File: src/hw/rtl/sli_pkg.sv
// Shared constants and types for the sorted list intersection block.
// No dependencies; compiled first.

package sli_pkg;

   // Field widths of the request and response transactions
   localparam int MODE_WIDTH = 2;
   localparam int ID_WIDTH   = 31;

   // Default depth of each id store
   localparam int LIST_DEPTH_DEFAULT = 64;

   // Request mode codes
   localparam logic [MODE_WIDTH-1:0] MODE_LOAD_FIRST  = 2'd0;
   localparam logic [MODE_WIDTH-1:0] MODE_LOAD_SECOND = 2'd1;
   localparam logic [MODE_WIDTH-1:0] MODE_RUN         = 2'd2;

   // One response transaction
   typedef struct packed {
      logic [ID_WIDTH-1:0] match_id;
      logic                last;
      logic                none_found;
      logic                overflow;
   } sli_result_type;

endpackage

File: src/hw/rtl/sli_if.sv
// Valid/ready channel interfaces for the request and response sides.
// Depends on sli_pkg for field widths.

interface sli_req_if import sli_pkg::*; ();
   logic                  valid;
   logic                  ready;
   logic [MODE_WIDTH-1:0] mode;
   logic [ID_WIDTH-1:0]   doc_id;

   modport source (output valid, output mode, output doc_id, input ready);
   modport sink   (input valid, input mode, input doc_id, output ready);
endinterface

interface sli_rsp_if import sli_pkg::*; ();
   logic                valid;
   logic                ready;
   logic [ID_WIDTH-1:0] match_id;
   logic                last;
   logic                none_found;
   logic                overflow;

   modport source (output valid, output match_id, output last, output none_found,
                   output overflow, input ready);
   modport sink   (input valid, input match_id, input last, input none_found,
                   input overflow, output ready);
endinterface

File: src/hw/rtl/sli_ram.sv
// Generic single-write, single-read RAM with registered read data.
// No dependencies.

module sli_ram #(
   parameter int WIDTH      = 31,
   parameter int DEPTH      = 64,
   parameter int ADDR_WIDTH = (DEPTH > 1) ? $clog2(DEPTH) : 1
) (
   input  logic                  clock,
   input  logic                  wr_en,
   input  logic [ADDR_WIDTH-1:0] wr_addr,
   input  logic [WIDTH-1:0]      wr_data,
   input  logic [ADDR_WIDTH-1:0] rd_addr,
   output logic [WIDTH-1:0]      rd_data
);

   logic [WIDTH-1:0] mem_ff [DEPTH];
   logic [WIDTH-1:0] rd_data_ff;

   // Write port and registered read port
   always_ff @(posedge clock) begin
      if (wr_en) begin
         mem_ff[wr_addr] <= wr_data;
      end
      rd_data_ff <= mem_ff[rd_addr];
   end

   assign rd_data = rd_data_ff;

endmodule

File: src/hw/rtl/sorted_list_intersection.sv
// Sorted list intersection: load transactions append ids to the two stores.
// A run walks both stores with one shared comparator; each pointer step passes
// through a read state, which reads both store RAMs together, and a compare
// state, and a run can wait on a stalled response side.
// Results leave through a one-entry output register; the final one follows the walk.
// Reset clears counts, dropped flag and control; the stores are not cleared.

module sorted_list_intersection import sli_pkg::*; #(
   parameter int LIST_DEPTH = LIST_DEPTH_DEFAULT
) (
   input  logic         clock,
   input  logic         reset,
   sli_req_if.sink      req_bus,
   sli_rsp_if.source    rsp_bus
);

   localparam int ADDR_WIDTH  = (LIST_DEPTH > 1) ? $clog2(LIST_DEPTH) : 1;
   localparam int COUNT_WIDTH = $clog2(LIST_DEPTH + 1);

   localparam logic [1:0] ST_IDLE = 2'd0;
   localparam logic [1:0] ST_READ = 2'd1;
   localparam logic [1:0] ST_CMP  = 2'd2;
   localparam logic [1:0] ST_FIN  = 2'd3;

   localparam logic [COUNT_WIDTH-1:0] DEPTH_COUNT = COUNT_WIDTH'(LIST_DEPTH);

   logic [1:0]             state_ff, state_in;
   logic [COUNT_WIDTH-1:0] first_count_ff, first_count_in;
   logic [COUNT_WIDTH-1:0] second_count_ff, second_count_in;
   logic                   dropped_ff, dropped_in;
   logic [COUNT_WIDTH-1:0] first_ptr_ff, first_ptr_in;
   logic [COUNT_WIDTH-1:0] second_ptr_ff, second_ptr_in;
   logic                   pend_valid_ff, pend_valid_in;
   logic [ID_WIDTH-1:0]    pend_id_ff, pend_id_in;
   logic                   rsp_valid_ff, rsp_valid_in;
   sli_result_type         rsp_data_ff, rsp_data_in;

   logic                   req_take;
   logic                   first_wr, second_wr;
   logic [ID_WIDTH-1:0]    first_rd, second_rd;
   logic                   ids_equal, first_lower;
   logic                   out_free;
   logic                   push;
   sli_result_type         push_data;
   logic [COUNT_WIDTH-1:0] first_step, second_step;

   // Id stores
   sli_ram #(
      .WIDTH      (ID_WIDTH),
      .DEPTH      (LIST_DEPTH),
      .ADDR_WIDTH (ADDR_WIDTH)
   ) u_first_store (
      .clock   (clock),
      .wr_en   (first_wr),
      .wr_addr (first_count_ff[ADDR_WIDTH-1:0]),
      .wr_data (req_bus.doc_id),
      .rd_addr (first_ptr_ff[ADDR_WIDTH-1:0]),
      .rd_data (first_rd)
   );

   sli_ram #(
      .WIDTH      (ID_WIDTH),
      .DEPTH      (LIST_DEPTH),
      .ADDR_WIDTH (ADDR_WIDTH)
   ) u_second_store (
      .clock   (clock),
      .wr_en   (second_wr),
      .wr_addr (second_count_ff[ADDR_WIDTH-1:0]),
      .wr_data (req_bus.doc_id),
      .rd_addr (second_ptr_ff[ADDR_WIDTH-1:0]),
      .rd_data (second_rd)
   );

   // Handshake
   assign req_bus.ready = (state_ff == ST_IDLE);
   assign req_take      = req_bus.valid && req_bus.ready;
   assign out_free      = !rsp_valid_ff || rsp_bus.ready;

   assign first_wr  = req_take && (req_bus.mode == MODE_LOAD_FIRST)
                      && (first_count_ff < DEPTH_COUNT);
   assign second_wr = req_take && (req_bus.mode == MODE_LOAD_SECOND)
                      && (second_count_ff < DEPTH_COUNT);

   // Shared comparator
   assign ids_equal   = (first_rd == second_rd);
   assign first_lower = (first_rd < second_rd);

   assign first_step  = first_ptr_ff + 1'b1;
   assign second_step = second_ptr_ff + 1'b1;

   // Sequencer
   always_comb begin
      state_in        = state_ff;
      first_count_in  = first_count_ff;
      second_count_in = second_count_ff;
      dropped_in      = dropped_ff;
      first_ptr_in    = first_ptr_ff;
      second_ptr_in   = second_ptr_ff;
      pend_valid_in   = pend_valid_ff;
      pend_id_in      = pend_id_ff;
      push            = 1'b0;
      push_data       = '{match_id: pend_id_ff, last: 1'b0, none_found: 1'b0,
                          overflow: dropped_ff};

      unique case (state_ff)
         ST_IDLE: begin
            if (req_take) begin
               priority if (req_bus.mode == MODE_LOAD_FIRST) begin
                  if (first_wr) begin
                     first_count_in = first_count_ff + 1'b1;
                  end else begin
                     dropped_in = 1'b1;
                  end
               end else if (req_bus.mode == MODE_LOAD_SECOND) begin
                  if (second_wr) begin
                     second_count_in = second_count_ff + 1'b1;
                  end else begin
                     dropped_in = 1'b1;
                  end
               end else if (req_bus.mode == MODE_RUN) begin
                  first_ptr_in  = '0;
                  second_ptr_in = '0;
                  pend_valid_in = 1'b0;
                  if ((first_count_ff == '0) || (second_count_ff == '0)) begin
                     state_in = ST_FIN;
                  end else begin
                     state_in = ST_READ;
                  end
               end else begin
                  // unused mode: nothing happens
               end
            end
         end
         ST_READ: begin
            state_in = ST_CMP;
         end
         ST_CMP: begin
            if (ids_equal) begin
               // earlier match leaves only when a later one proves it is not last
               if (!pend_valid_ff || out_free) begin
                  push          = pend_valid_ff;
                  pend_valid_in = 1'b1;
                  pend_id_in    = first_rd;
                  first_ptr_in  = first_step;
                  second_ptr_in = second_step;
               end
            end else if (first_lower) begin
               first_ptr_in = first_step;
            end else begin
               second_ptr_in = second_step;
            end
            if ((first_ptr_in != first_ptr_ff) || (second_ptr_in != second_ptr_ff)) begin
               if ((first_ptr_in >= first_count_ff) || (second_ptr_in >= second_count_ff)) begin
                  state_in = ST_FIN;
               end else begin
                  state_in = ST_READ;
               end
            end
         end
         ST_FIN: begin
            if (out_free) begin
               push = 1'b1;
               if (pend_valid_ff) begin
                  push_data.last = 1'b1;
               end else begin
                  push_data = '{match_id: '0, last: 1'b1, none_found: 1'b1,
                                overflow: dropped_ff};
               end
               pend_valid_in   = 1'b0;
               first_count_in  = '0;
               second_count_in = '0;
               dropped_in      = 1'b0;
               state_in        = ST_IDLE;
            end
         end
         default: begin
            state_in = ST_IDLE;
         end
      endcase
   end

   // Output register
   always_comb begin
      rsp_valid_in = rsp_valid_ff;
      rsp_data_in  = rsp_data_ff;
      if (push) begin
         rsp_valid_in = 1'b1;
         rsp_data_in  = push_data;
      end else if (rsp_bus.ready) begin
         rsp_valid_in = 1'b0;
      end
   end

   // Control registers
   always_ff @(posedge clock) begin
      if (reset) begin
         state_ff        <= ST_IDLE;
         first_count_ff  <= '0;
         second_count_ff <= '0;
         dropped_ff      <= 1'b0;
         first_ptr_ff    <= '0;
         second_ptr_ff   <= '0;
         pend_valid_ff   <= 1'b0;
         rsp_valid_ff    <= 1'b0;
      end else begin
         state_ff        <= state_in;
         first_count_ff  <= first_count_in;
         second_count_ff <= second_count_in;
         dropped_ff      <= dropped_in;
         first_ptr_ff    <= first_ptr_in;
         second_ptr_ff   <= second_ptr_in;
         pend_valid_ff   <= pend_valid_in;
         rsp_valid_ff    <= rsp_valid_in;
      end
   end

   // Payload registers
   always_ff @(posedge clock) begin
      pend_id_ff  <= pend_id_in;
      rsp_data_ff <= rsp_data_in;
   end

   assign rsp_bus.valid      = rsp_valid_ff;
   assign rsp_bus.match_id   = rsp_data_ff.match_id;
   assign rsp_bus.last       = rsp_data_ff.last;
   assign rsp_bus.none_found = rsp_data_ff.none_found;
   assign rsp_bus.overflow   = rsp_data_ff.overflow;

`ifndef NO_ASSERTIONS
   // Store counts never pass the depth
   a_count_bound: assert property (@(posedge clock) disable iff (reset)
      (first_count_ff <= DEPTH_COUNT) && (second_count_ff <= DEPTH_COUNT))
      else $error("store count beyond depth");

   // Compare cycles only read written entries
   a_ptr_bound: assert property (@(posedge clock) disable iff (reset)
      (state_ff == ST_CMP) |->
         (first_ptr_ff < first_count_ff) && (second_ptr_ff < second_count_ff))
      else $error("walk pointer beyond loaded entries");

   // Closing a run empties both stores and the dropped flag
   a_run_clears: assert property (@(posedge clock) disable iff (reset)
      ((state_ff == ST_FIN) && out_free) |=>
         (first_count_ff == '0) && (second_count_ff == '0) && !dropped_ff
         && (state_ff == ST_IDLE))
      else $error("run did not clear stores");

   // An empty result is the only and final result of its run
   a_none_is_last: assert property (@(posedge clock) disable iff (reset)
      (rsp_valid_ff && rsp_data_ff.none_found) |->
         rsp_data_ff.last && (rsp_data_ff.match_id == '0))
      else $error("none_found result not final or nonzero");

   // A match leaving the pending slot is never the final one
   a_pending_push: assert property (@(posedge clock) disable iff (reset)
      (push && (state_ff == ST_CMP)) |=> rsp_valid_ff && !rsp_data_ff.last && pend_valid_ff)
      else $error("pending match pushed incorrectly");
`endif

endmodule
File: src/flat_wrapper.sv
// flat-port wrapper written by rule: the top's interface ports become plain ports
module sorted_list_intersection_flat import sli_pkg::*;
#(
   parameter int LIST_DEPTH = LIST_DEPTH_DEFAULT
)
  (clock, reset, req_bus_valid, req_bus_mode, req_bus_doc_id, req_bus_ready, rsp_bus_valid, rsp_bus_match_id, rsp_bus_last, rsp_bus_none_found, rsp_bus_overflow, rsp_bus_ready);
  sli_req_if req_bus_i ();
  sli_rsp_if rsp_bus_i ();
  input  logic clock;
  input  logic reset;
  input wire logic [$bits(req_bus_i.valid)-1:0] req_bus_valid;
  input wire logic [$bits(req_bus_i.mode)-1:0] req_bus_mode;
  input wire logic [$bits(req_bus_i.doc_id)-1:0] req_bus_doc_id;
  output wire logic [$bits(req_bus_i.ready)-1:0] req_bus_ready;
  output wire logic [$bits(rsp_bus_i.valid)-1:0] rsp_bus_valid;
  output wire logic [$bits(rsp_bus_i.match_id)-1:0] rsp_bus_match_id;
  output wire logic [$bits(rsp_bus_i.last)-1:0] rsp_bus_last;
  output wire logic [$bits(rsp_bus_i.none_found)-1:0] rsp_bus_none_found;
  output wire logic [$bits(rsp_bus_i.overflow)-1:0] rsp_bus_overflow;
  input wire logic [$bits(rsp_bus_i.ready)-1:0] rsp_bus_ready;
  assign req_bus_i.valid = req_bus_valid;
  assign req_bus_i.mode = req_bus_mode;
  assign req_bus_i.doc_id = req_bus_doc_id;
  assign req_bus_ready = req_bus_i.ready;
  assign rsp_bus_valid = rsp_bus_i.valid;
  assign rsp_bus_match_id = rsp_bus_i.match_id;
  assign rsp_bus_last = rsp_bus_i.last;
  assign rsp_bus_none_found = rsp_bus_i.none_found;
  assign rsp_bus_overflow = rsp_bus_i.overflow;
  assign rsp_bus_i.ready = rsp_bus_ready;
  sorted_list_intersection #(.LIST_DEPTH(LIST_DEPTH)) u_core (.clock(clock), .reset(reset), .req_bus(req_bus_i), .rsp_bus(rsp_bus_i));
endmodule
File: config.mk
export PLATFORM = sky130hd
export DESIGN_NAME = sorted_list_intersection_flat
export DESIGN_NICKNAME = d
export VERILOG_FILES = /design/src/hw/rtl/sli_pkg.sv /design/src/hw/rtl/sli_if.sv /design/src/hw/rtl/sli_ram.sv /design/src/hw/rtl/sorted_list_intersection.sv /design/src/flat_wrapper.sv
export SDC_FILE = /design/constraint.sdc
export NUM_CORES = 2
export LEC_CHECK = 0
export BUFFER_PORTS_ARGS = -buffer_cell sky130_fd_sc_hd__buf_2
export CORE_ASPECT_RATIO = 0.8
export CORE_MARGIN = 8
export CORE_UTILIZATION = 50
export CTS_BUF_LIST = sky130_fd_sc_hd__clkbuf_16
export DETAILED_ROUTE_END_ITERATION = 8
export HOLD_SLACK_MARGIN = 0.03
export PLACE_DENSITY = 0.65
export SLEW_MARGIN = 10
export SYNTH_ARGS = -nofsm -noshare
export SYNTH_HDL_FRONTEND = slang
export SYNTH_SLANG_ARGS = --single-unit
File: constraint.sdc
create_clock -name clock -period 8.4 [get_ports clock]
set_input_delay 1.68 -clock clock [delete_from_list [all_inputs] [get_ports clock]]
set_output_delay 1.68 -clock clock [all_outputs]
set_load 0.1 [all_outputs]
# --- Yosys cells after proc, flatten, opt, wreduce, memory -nomap -nowiden ---
# Memories as Yosys holds them, arrays and structs flattened. A register that Yosys moved wholly into a read port is not among the register bits.
# Cells that the tools add are included.
word_totals:
  ff_bits: 98
  latchBits: 0
  ram_bits: 3968
  mem_bits_ro: 0
  inputBits: 37
  memories: 2
mem_list:
  columns: ["name", "words", "width", "rd", "rd_ports_with_merged_regs", "wr", "line", "rtl"]
  rows:
  - ["u_core.u_first_store.mem_ff", 64, 31, 1, 1, 1, "sli_ram.sv:17", "logic [WIDTH-1:0] mem_ff [DEPTH];"]
  - ["u_core.u_second_store.mem_ff", 64, 31, 1, 1, 1, "sli_ram.sv:17", null]
op_classes:
  add_sub_neg: 4
  n_mul: 0
  div: 0
  magnitude_cmp: 5
  eq_ne: 23
  n_shift: 0
  mux: 61
  bitwise_logic: 0
  reduce_logical: 28
ops:
  columns: ["cell", "n"]
  rows:
  - ["$mux W7", 20]
  - ["$mux W34", 2]
  - ["$pmux W7 S2", 4]
  - ["$eq A31 B31 Y1", 1]
  - ["$lt A31 B31 Y1", 1]
  - ["$mux W31", 1]
  - ["$add A7 B1 Y7 const B", 4]
  - ["$mux W1", 21]
  - ["$mux W2", 9]
  - ["$reduce_and A6 Y1", 3]
  - ["$ne A2 B2 Y1 const B", 8]
  - ["$ge A7 B7 Y1", 2]
  - ["$logic_not A7 Y1", 2]
  - ["$lt A7 B7 Y1 const B", 2]
  - ["$ne A7 B7 Y1", 2]
  - ["$reduce_and A5 Y1", 2]
  - ["$ne A3 B3 Y1 const B", 3]
  - ["$ne A2 B1 Y1 const B", 4]
  - ["$pmux W2 S4", 1]
  - ["$reduce_and A8 Y1", 1]
  - ["$eq A2 B2 Y1 const B", 3]
  - ["$reduce_bool A2 Y1", 3]
  - ["$logic_and A1 B1 Y1", 5]
  - ["$logic_or A1 B1 Y1", 5]
  - ["8 further kinds", 12]

# --- Longest topological paths before layout ---
logic_depth:
  depth_word: 11
  mapped_depth: 17
  ltp_nobuf: 16

# --- Hierarchy ---
# A second synthesis with hierarchy kept.
hier_totals:
  hier_cells: 7324
  area_unflattened_um2: 157848.9
by_module_without_submodules:
  columns: ["module", "instances", "cells_per_inst", "area_each_um2", "seq_area_each_um2"]
  rows:
  - ["sli_ram", 2, 3418, 76305.7, 60197.7]
  - ["sorted_list_intersection", 1, 488, 5237.5, 2612.5]

# --- Worst setup path after synthesis ---
# No wires, ideal clock.
synth_timing:
  kind: "reg-to-reg"
  start: "reg u_core.state_ff[1]"
  end: "mem u_core.u_first_store.mem_ff[39][0], enable pin"
  arrival_ns: 5.773
  path_slack_ns: 2.129
  path_stages_with_launch: 7
  n_path_buf: 1
  synth_period_minus_slack_ns: 6.271
  path_cell_list: "dfxtp_1 -> nor2_1 -> nand3b_1 -> nor3_1 -> clkbuf_1 -> nand4_1 -> nor4_1"
synth_between:
  elab_chain_len: 6
synth_rtl:
  columns: ["item", "line", "rtl"]
  rows:
  - ["start, declared", "sorted_list_intersection.sv:27", "logic [1:0] state_ff, state_in;"]
  - ["start signal, assigned", "sorted_list_intersection.sv:206", "state_ff <= state_in;"]
  - ["$logic_not A2 Y1", "sorted_list_intersection.sv:75", "assign req_bus.ready = (state_ff == ST_IDLE);"]
  - ["via req_bus_ready", "flat_wrapper.sv:14", "output wire logic [$bits(req_bus_i.ready)-1:0] req_bus_ready;"]
  - ["$logic_and A1 B1 Y1", "sorted_list_intersection.sv:76", "assign req_take = req_bus.valid && req_bus.ready;"]
  - ["$logic_and A1 B1 Y1", "sorted_list_intersection.sv:79", "assign first_wr = req_take && (req_bus.mode == MODE_LOAD_FIRST)"]
  - ["$logic_and A1 B1 Y1", "sorted_list_intersection.sv:80", "&& (first_count_ff < DEPTH_COUNT);"]
  - ["$mux W1", "sli_ram.sv:22", "if (wr_en) begin"]
  - ["$mux W1 (implied by the code)", "sli_ram.sv:23", "mem_ff[wr_addr] <= wr_data;"]
  - ["end, declared", "sli_ram.sv:17", null]
# The timed path passes the listed nets, and every way through them passes these cells.

# --- Worst setup path after layout ---
layout_timing:
  start: "in req_bus_mode[1]"
  end: "mem u_core.u_second_store.mem_ff[7][11], enable pin"
layout_between:
  elab_chain_len: 5
layout_rtl:
  columns: ["item", "line", "rtl"]
  rows:
  - ["start, declared", "flat_wrapper.sv:12", "input wire logic [$bits(req_bus_i.mode)-1:0] req_bus_mode;"]
  - ["$eq A2 B1 Y1", "sorted_list_intersection.sv:81", "assign second_wr = req_take && (req_bus.mode == MODE_LOAD_SECOND)"]
  - ["$logic_and A1 B1 Y1", "sorted_list_intersection.sv:81", null]
  - ["$logic_and A1 B1 Y1", "sorted_list_intersection.sv:82", "&& (second_count_ff < DEPTH_COUNT);"]
  - ["$mux W1", "sli_ram.sv:22", null]
  - ["$mux W1 (implied by the code)", "sli_ram.sv:23", null]
  - ["end, declared", "sli_ram.sv:17", null]
# No other way between the ends.

==> results.txt <==
total power per unit cell area - 236.2 nW/um^2
initial core utilization - 50.12%
Clock power frac - 41.3%
worst endpoint data arrival time - 5.36 ns
first-pass iteration count of the detailed router - 6
sum of negative setup slack - 0 ns
sw frac - 20.63%
nature of the critical path startpoint - input port
routed via count - 70,820
Via-to-Cell Ratio - 6.342
antenna-violating nets left - 0
unrepaired setup endpoints after global routing - no
fill cell total of the finished layout - 22,180
number of distinct standard cells referenced by the synthesized netlist - 57
minimum clock period after layout - 4.870 ns
switching pwr - 8.587 mW
via count of the first global-routing pass - 69,730
maximum number of pins on one net before global-route repair - 140
global routing usage summed across all routing layers - 22.64%
final layout net count - 6,738
growth of design area from synthesis to finish - 12.21%
floorplan core area - 313,300 sq um
leading cell type in the layout, fill and taps excluded - sky130_fd_sc_hd__edfxtp_1
combined area of the multi-input logic cells - 33,370 sq um
total of endpoints with negative setup slack in the final report - 0
Crit Path Max Fanout - 31
register area - 123,000 sq um
floorplan die area - 332,400 sq um
cts-stage hold buffer count - 0
fraction of layout instances using a drive strength above 1 - 31.96%
average detailed-routed wire length per instance - 34.08 um
max_slew headroom - 9.643%
worst IR drop on VDD - 0.1722 mV
clock tree from TritonCTS - done
RePlAce Congestion - 0.9213
CTS Buf Count - 400
Final Slew Violations - 0
f_max - 205.3 MHz
wire length of the first global-routing pass - 536,700 um
net count after synthesis - 6,423
Clock Tree Root - sky130_fd_sc_hd__clkbuf_16
actual transition at the worst max-transition pin - 1.352 ns
maximum capacitance violations - 0
worst stage delay on the critical path - 1.31 ns
number of buffers between clock root and the deepest sink - 4
Async S/R FF share, synth - 0%
Synth Flop Type - sky130_fd_sc_hd__edfxtp_1
count of boundary I/O pins - 73
die span in y - 517.2 um
antenna violations before repair - 35
die width - 642.6 um
path class of the lowest-slack min-delay path - flip-flop to flip-flop
required time of the worst setup path - 8.89 ns
synthesized area divided by synthesized cell count - 24.79 sq um
1st-iter DRT viols - 9,627
sequential fraction of the synthesis area - 78.34%
standard-cell row count - 184
CTS H-tree depth - 5
highest-delay cell along the critical path - sky130_fd_sc_hd__nor2_4
later-pin clock latency in the skew report - 0.91 ns
status - finished, final reports clean
most used cells in the layout excluding fill and tap cells - 4,033 x sky130_fd_sc_hd__edfxtp_1, 1,295 x sky130_fd_sc_hd__mux4_2, 405 x sky130_fd_sc_hd__clkbuf_16
Most common cell on crit path - sky130_fd_sc_hd__nand3_1
number of clock sinks seen by CTS - 4,128
Post-Synthesis Cell Area - 157,000 sq um
post_cts resized - 0
synthesized flop and latch total - 4,128
sort of element at the end of the critical path - flip-flop
worst path setup slack after routing - 3.530 ns
final hold slack - 0.4337 ns
largest clock skew in the final design - 0.03848 ns
sequential group share of total power - 54.5%
final worst path period share - 57.98%
CP cell instances - buf_2 -> nor4b_1 -> nand3_1 -> nor2_1 -> nand3_1 -> nor2_4
Critical Setup Path Class - input port to flip-flop
leakage power - 52.69 nW
number of hold violations in the final report - 0
combinational fraction of design power - 4.2%
overflow left after global routing - 0
Ys Warns - 0
Post-CTS Repair Setup Buffers - 0
count of buffers from port buffering - 72
number of enable-type register cells in the synthesized netlist - 4,033
Gate Count Post-Synth - 6,335
post-place setup slack - 2.744 ns
Total Routed Length - 380,500 um
Total Power Consumption - 41.62 mW
post-detail-place hpwl - 219,500 um
clock slew seen by the registers of the worst setup and hold paths - 0.06 ns
# DRC - 0
Cell Int Power - 33.03 mW
==> cells in the mapped netlist, drive strengths merged (3+ instances only) <==
library cell	count	area [sq um]
edfxtp	4033	121100
mux4	1295	29170
nor2	167	626.9
buf	162	835.8
clkbuf	161	604.3
dfxtp	95	1902
nand2	61	229.0
ha	51	638.1
inv	47	176.4
nand3	34	170.2
nor2b	33	206.5
a21oi	24	120.1
nand4	20	125.1
xnor2	14	122.6
a211oi	13	97.59
and2	10	62.56
o211ai	10	75.07
o21ai	10	50.05
a21o	9	67.56
a31oi	8	50.05
nand2b	7	43.79
xor2	6	52.55
clkinv	5	18.77
nor3	5	25.02
or4	5	37.54
mux2	4	45.04
nor4	4	31.28
nor4b	4	35.03
a22oi	3	22.52
o21a	3	22.52
or3	3	18.77
==> power by group through the flow <==
stage / registers [mW] / logic (mW) / clock network (mW)
floorplan: 23.1 / 0.983 / 0
global placement: 23.1 / 1.74 / 0
detailed placement: 23.1 / 1.78 / 0
CTS: 22.7 / 1.78 / 17.4
global route: 22.7 / 1.86 / 18.2
finish: 22.7 / 1.76 / 17.2
==> registers in the layout, indices dropped and copies added (netlist names), 2 cells and up <==
name,flops
u_core.first_count_ff,7
u_core.first_ptr_ff,7
u_core.u_second_store.mem_ff,1984
u_core.second_count_ff,7
u_core.u_first_store.rd_data,31
u_core.u_first_store.mem_ff,1984
u_core.rsp_bus.match_id,31
u_core.u_second_store.rd_data,31
u_core.state_ff,2
u_core.pend_id_ff,31
u_core.second_ptr_ff,7
==> through the flow <==
| step | std cells | utilization (%) | area (sq um) |
|---|---|---|---|
| 3_5_place_dp | 10430 | 52.25 | 163700 |
| 6_report | 11170 | 56.23 | 176200 |
| 5_1_grt | 11160 | 56.23 | 176200 |
| 2_1_floorplan | 6335 | - | 157000 |
| 3_3_place_gp | 10430 | 52.25 | 163700 |
| 4_1_cts | 11150 | 56.22 | 176200 |
==> worst max-delay path, delay by kind of cell <==
kind,cells,cell delay (ns)
buffers and inverters,1,0.11
and+or+nand+nor,5,3.51
==> path summary, 6_finish.rpt <==
path	to	slack [ns]	from	cells after the start
worst max-delay path	u_core.u_second_store.mem_ff[7][11]	3.53	req_bus_mode[1]	6
worst max register to register	u_core.u_second_store.mem_ff[7][11]	3.88	u_core.state_ff[1]	5
worst min register to register	u_core.pend_id_ff[9]	0.43	u_core.u_first_store.rd_data[9]	0
worst min-delay path	u_core.pend_id_ff[9]	0.43	u_core.u_first_store.rd_data[9]	0
==> routing by layer <==
metal	global-route usage (%)	wire [um]
met5	0	265
met1	34.63	160900
met2	33.29	171200
met4	6.352	10910
met3	4.977	37340
==> cell families (layout without fill, tap and decap cells) <==
group,after synthesis,after routing,synth area share (%)
multiplexers,1300,1300,18.61
adder cells (fa/ha/maj),51,51,0.4064
XOR/XNOR,20,20,0.1116
AO/OA/AOI/OAI,97,97,0.4151
flip-flops,4128,4128,78.34
buffers and inverters,375,1009,1.041
AND/OR/NAND/NOR,364,364,1.080
other,0,13,0
==> area by class of cell <==
| class | instances | area share [%] |
|---|---|---|
| Tap cell | 4185 | 2.972 |
| Multi-Input combinational cell | 1832 | 18.94 |
| Antenna cell | 13 | 0.01846 |
| Inverter | 52 | 0.1150 |
| Clock inverter | 316 | 1.315 |
| Timing Repair Buffer | 236 | 1.061 |
| Clock buffer | 405 | 5.752 |
| Sequential cell | 4128 | 69.83 |
No activity file was read; power rests on OpenSTA's default activity.
